### src/hw/rtl/ntcm_div.sv
module ntcm_div #(
	parameter int N  = 8,
	parameter int D  = 8,
	parameter int SW = 1
) (
	input  logic          clk,
	input  logic          arst_n,
	input  logic          en,
	input  logic [N-1:0]  num,
	input  logic [D-1:0]  den,
	input  logic [SW-1:0] side_in,
	output logic [N-1:0]  quot,
	output logic [SW-1:0] side_out
);

	// one quotient bit per stage; w holds the remaining dividend bits on top
	// and the quotient bits produced so far at the bottom
	logic [N-1:0]  w_s    [N];
	logic [D-1:0]  rem_s  [N];
	logic [D-1:0]  den_s  [N];
	logic [SW-1:0] side_s [N];
	logic [N-1:0]  w_nx   [N];
	logic [D-1:0]  rem_nx [N];

	function automatic logic [N+D-1:0] step(input logic [N-1:0] w, input logic [D-1:0] r,
			input logic [D-1:0] d);
		logic [D:0] t;
		logic [D:0] s;
		logic       ge;
		t = {r, w[N-1]};
		s = t - {1'b0, d};
		ge = (t >= {1'b0, d});
		step = {w[N-2:0], ge, (ge ? s[D-1:0] : t[D-1:0])};
	endfunction

	always_comb begin
		{w_nx[0], rem_nx[0]} = step(num, '0, den);
		for (int i = 1; i < N; i++) begin
			{w_nx[i], rem_nx[i]} = step(w_s[i-1], rem_s[i-1], den_s[i-1]);
		end
	end

	always_ff @(posedge clk) begin
		if (en) begin
			den_s[0] <= den;
			for (int i = 0; i < N; i++) begin
				w_s[i]   <= w_nx[i];
				rem_s[i] <= rem_nx[i];
			end
			for (int i = 1; i < N; i++) begin
				den_s[i] <= den_s[i-1];
			end
		end
	end

	always_ff @(posedge clk or negedge arst_n) begin
		if (!arst_n) begin
			for (int i = 0; i < N; i++) begin
				side_s[i] <= '0;
			end
		end else if (en) begin
			side_s[0] <= side_in;
			for (int i = 1; i < N; i++) begin
				side_s[i] <= side_s[i-1];
			end
		end
	end

	assign quot     = w_s[N-1];
	assign side_out = side_s[N-1];

endmodule

### config.mk
export PLATFORM = sky130hd
export DESIGN_NAME = ntcm_div
export DESIGN_NICKNAME = d
export VERILOG_FILES = /design/src/hw/rtl/ntcm_div.sv
export SDC_FILE = /design/constraint.sdc
export NUM_CORES = 1
export LEC_CHECK = 0
export BUFFER_PORTS_ARGS = -buffer_cell sky130_fd_sc_hd__buf_2
export CAP_MARGIN = 20
export CORE_UTILIZATION = 67
export CTS_CLUSTER_SIZE = 14
export DETAILED_ROUTE_END_ITERATION = 8
export GPL_ROUTABILITY_DRIVEN = 0
export PLACE_DENSITY = 0.85
export SYNTH_ARGS = -nofsm -noshare
export SYNTH_HDL_FRONTEND = slang
export SYNTH_SLANG_ARGS = --single-unit
### constraint.sdc
create_clock -name clk -period 6.1 [get_ports clk]
set_clock_uncertainty 0.1 [all_clocks]
set_input_delay 0.61 -clock clk [delete_from_list [all_inputs] [get_ports clk]]
set_output_delay 0.61 -clock clk [all_outputs]
set_load 0.03 [all_outputs]
==> results.ini <==
[run_status]
status = completed

[sta]
fin_tns_setup_ns = 0
grt_setup_unrepaired = no
timing.final.max_slew_violations = 0
min_period_ns = 2.55
setup_violations = 0
max_freq_mhz = 392
hold_viol = 0
layout_worst_path_cycle_share_pct = 41.8
worst-slew-pin-transition_ns = 1.11
hold_slack_ns = 0.246
timing.slew.headroom_pct = 26.2

[routing]
viasPerCell = 5.69
route.antenna.remaining_nets = 0
routed_wirelength_um = 13300
dr.pass1.iters = 5
drt_iter0_markers = 373
drc_errors = 0
vias = 4840
wire_per_inst_um = 15.7

[clocking]
clock_path_buffers = 2
root_buffer = clkbuf_16
clk_pin_slew_worst_paths_ns = 0.07
post_cts_resized = 0
htreeDepth = 4
cts_sinks = 184
cts-buffers-inserted = 17
clkLatencyLatePin_ns = 0.43
cts_tree = built

[floorplanning]
fp.coreArea_um2 = 12600
rows = 41
die_y_um = 116
ios = 29
initial_core_util_pct = 68.6
die_width_um = 116
die_area_um2 = 13400

[synth]
synth_seq_cells = 184
yosys-top-cells-count = edfxtp_1 (176), inv_1 (84), ha_1 (58)
synth_edf_count = 176
ys_types = 48
synth_top_area_share_pct = 61.1
synth_area_um2 = 8660
yosysTopAreaCell = edfxtp_1
synth_area_per_cell_um2 = 13.8
yosysSeqAreaShare_pct = 63.4
netlist_instances = 627
ys_async_sr_fraction_pct = 4.35
syn_nets = 711
ys_warn_count = 0
ys.flop_type = edfxtp_1
post-synth-top-count-cell = edfxtp_1
synth_area_leaders = edfxtp_1 (61%), ha_1 (8.4%), inv_1 (3.6%)

[critical_path]
r2r_setup_slack_ns = 3.55
crit_fanout = 3
rr_worst_depth = 8
end_kind = flip-flop
r2r-end = rem_s[4][6]
reg2reg_from = den_s[0][24]
crit_type = flip-flop to flip-flop
crit_required_ns = 6.18
start_kind = flip-flop
arrival_ns = 2.63

[finish]
fin_util_pct = 75.8
n_fill_cell = 771
syn2layout_area_growth_pct = 10.5
drive_gt1_share_pct = 15.3
insertedDiodeCount = 0
fin_nets = 749

[global_routing]
grt_overflow = 0
grt_pass1_wl_um = 21900
grt_start_max_net_pins = 127
track_usage_pct = 22.0
grt_pass1_vias = 5023
antenna_found_initial = 0

[placement]
port_buffers = 28
hpwl_um = 9040

[power_and_ir_drop]
powerDensity_nw_per_um2 = 400
p_leak_nw = 3.84
vdd_drop_max_mv = 0.222

[flow_run]
max-cap-violations = 0

[min_path]
min_path_cells = 1
hp-class = primary input to flip-flop
hp-start = num[6]
hold_end = w_s[0][7]

-- state kept, by name, summed over array words and instances, names as in the netlist --
signal	cells
w_s	64
rem_s	56
side_out	1
side_s	7
den_s	56
-- placed cells by master, fill, tap and decap left out, types with 4 or more instances in the layout --
cell         n
a211oi_1     7
a21boi_0    12
a21o_1      13
a21oi_1     33
a31o_2       6
and3_1       4
buf_2       27
clkbuf_16   17
clkinv_2     4
dfrtp_1      8
edfxtp_1   176
fa_1         6
ha_1        58
inv_1       84
mux2_2      26
mux2i_1      7
nand2_1     15
nand2b_1    14
nor2_1      34
nor2b_1      5
nor3_1       7
o21a_1       8
o21ai_0     22
o21ai_1      6
o31ai_1      5
or3_1        4
xnor2_1     16
xor2_1       6
-- metal layers --
| metal | track usage [%] | share of wire (%) | up-vias |
|---|---|---|---|
| met5 | 0 | 0 | - |
| met4 | 11.4 | 3.2 | 0 |
| met3 | 5.23 | 3.0 | 43 |
| met2 | 43.7 | 57 | 107 |
| met1 | 20.7 | 36 | 2330 |
| li1 | - | - | 2360 |
-- worst max-delay path: stages (launching register included) --
cell      delay [ns]
edfxtp_1        0.41
ha_1            0.23
fa_1            0.42
nor2b_1         0.14
o21ai_1         0.09
a21boi_1        0.25
nor4_1          0.08
a311o_1         0.31
mux2_2          0.27
-- logic make-up after synthesis --
family,Yosys count,share of synthesized area [%]
flip-flops,184,63.4
AO/OA/AOI/OAI,129,10.1
AND/OR/NAND/NOR,99,5.84
buffers and inverters,96,4.54
adder cells (fa/ha/maj),64,9.77
multiplexers,33,4.19
XOR/XNOR,22,2.23
-- what timing repair did --
action,in CTS,in global routing
hold endpoints to repair,8,0
setup buffers,0,0
hold buffers,1,0
setup endpoints to repair,0,0
-- where the power goes --
group | switching (W) | total [W] | internal [W]
Sequential | 0.0000842 | 0.00174 | 0.00165
Clock | 0.000460 | 0.00111 | 0.000645
Combinational | 0.000532 | 0.000979 | 0.000447
-- through the flow --
stage	power (W)	instances	instance area (µm²)	setup slack [ns]
finish	0.00382	850	9560	3.55
global route	0.00400	850	9560	3.42
CTS	0.00383	850	9560	3.54
detailed placement	0.00272	817	8950	3.43
global placement	0.00264	817	8950	3.48
floorplan	0.00250	627	8660	3.78
-- how the worst max path moves through the flow --
| stage | startpoint | endpoint | slack, ns | cells past startpoint |
|---|---|---|---|---|
| floorplan | den_s[0][24] | rem_s[4][6] | 3.78 | 8 |
| global placement | en | w_s[0][6] | 3.48 | 2 |
| detailed placement | en | w_s[0][6] | 3.43 | 2 |
| CTS | den_s[0][24] | rem_s[4][6] | 3.54 | 8 |
| global route | den_s[0][24] | rem_s[4][6] | 3.42 | 8 |
| finish | den_s[0][24] | rem_s[4][6] | 3.55 | 8 |
-- layout make-up --
class / count / area, µm² / area share (%)
timing repair buffer: 30 / 164 / 1.71
sequential: 184 / 5490 / 57.4
inverter: 85 / 319 / 3.34
clock buffer: 17 / 425 / 4.45
multi-input combinational: 347 / 2780 / 29.0
clock inverter: 15 / 175 / 1.83
tap: 172 / 215 / 2.25
(Power assumes the default switching activity.)
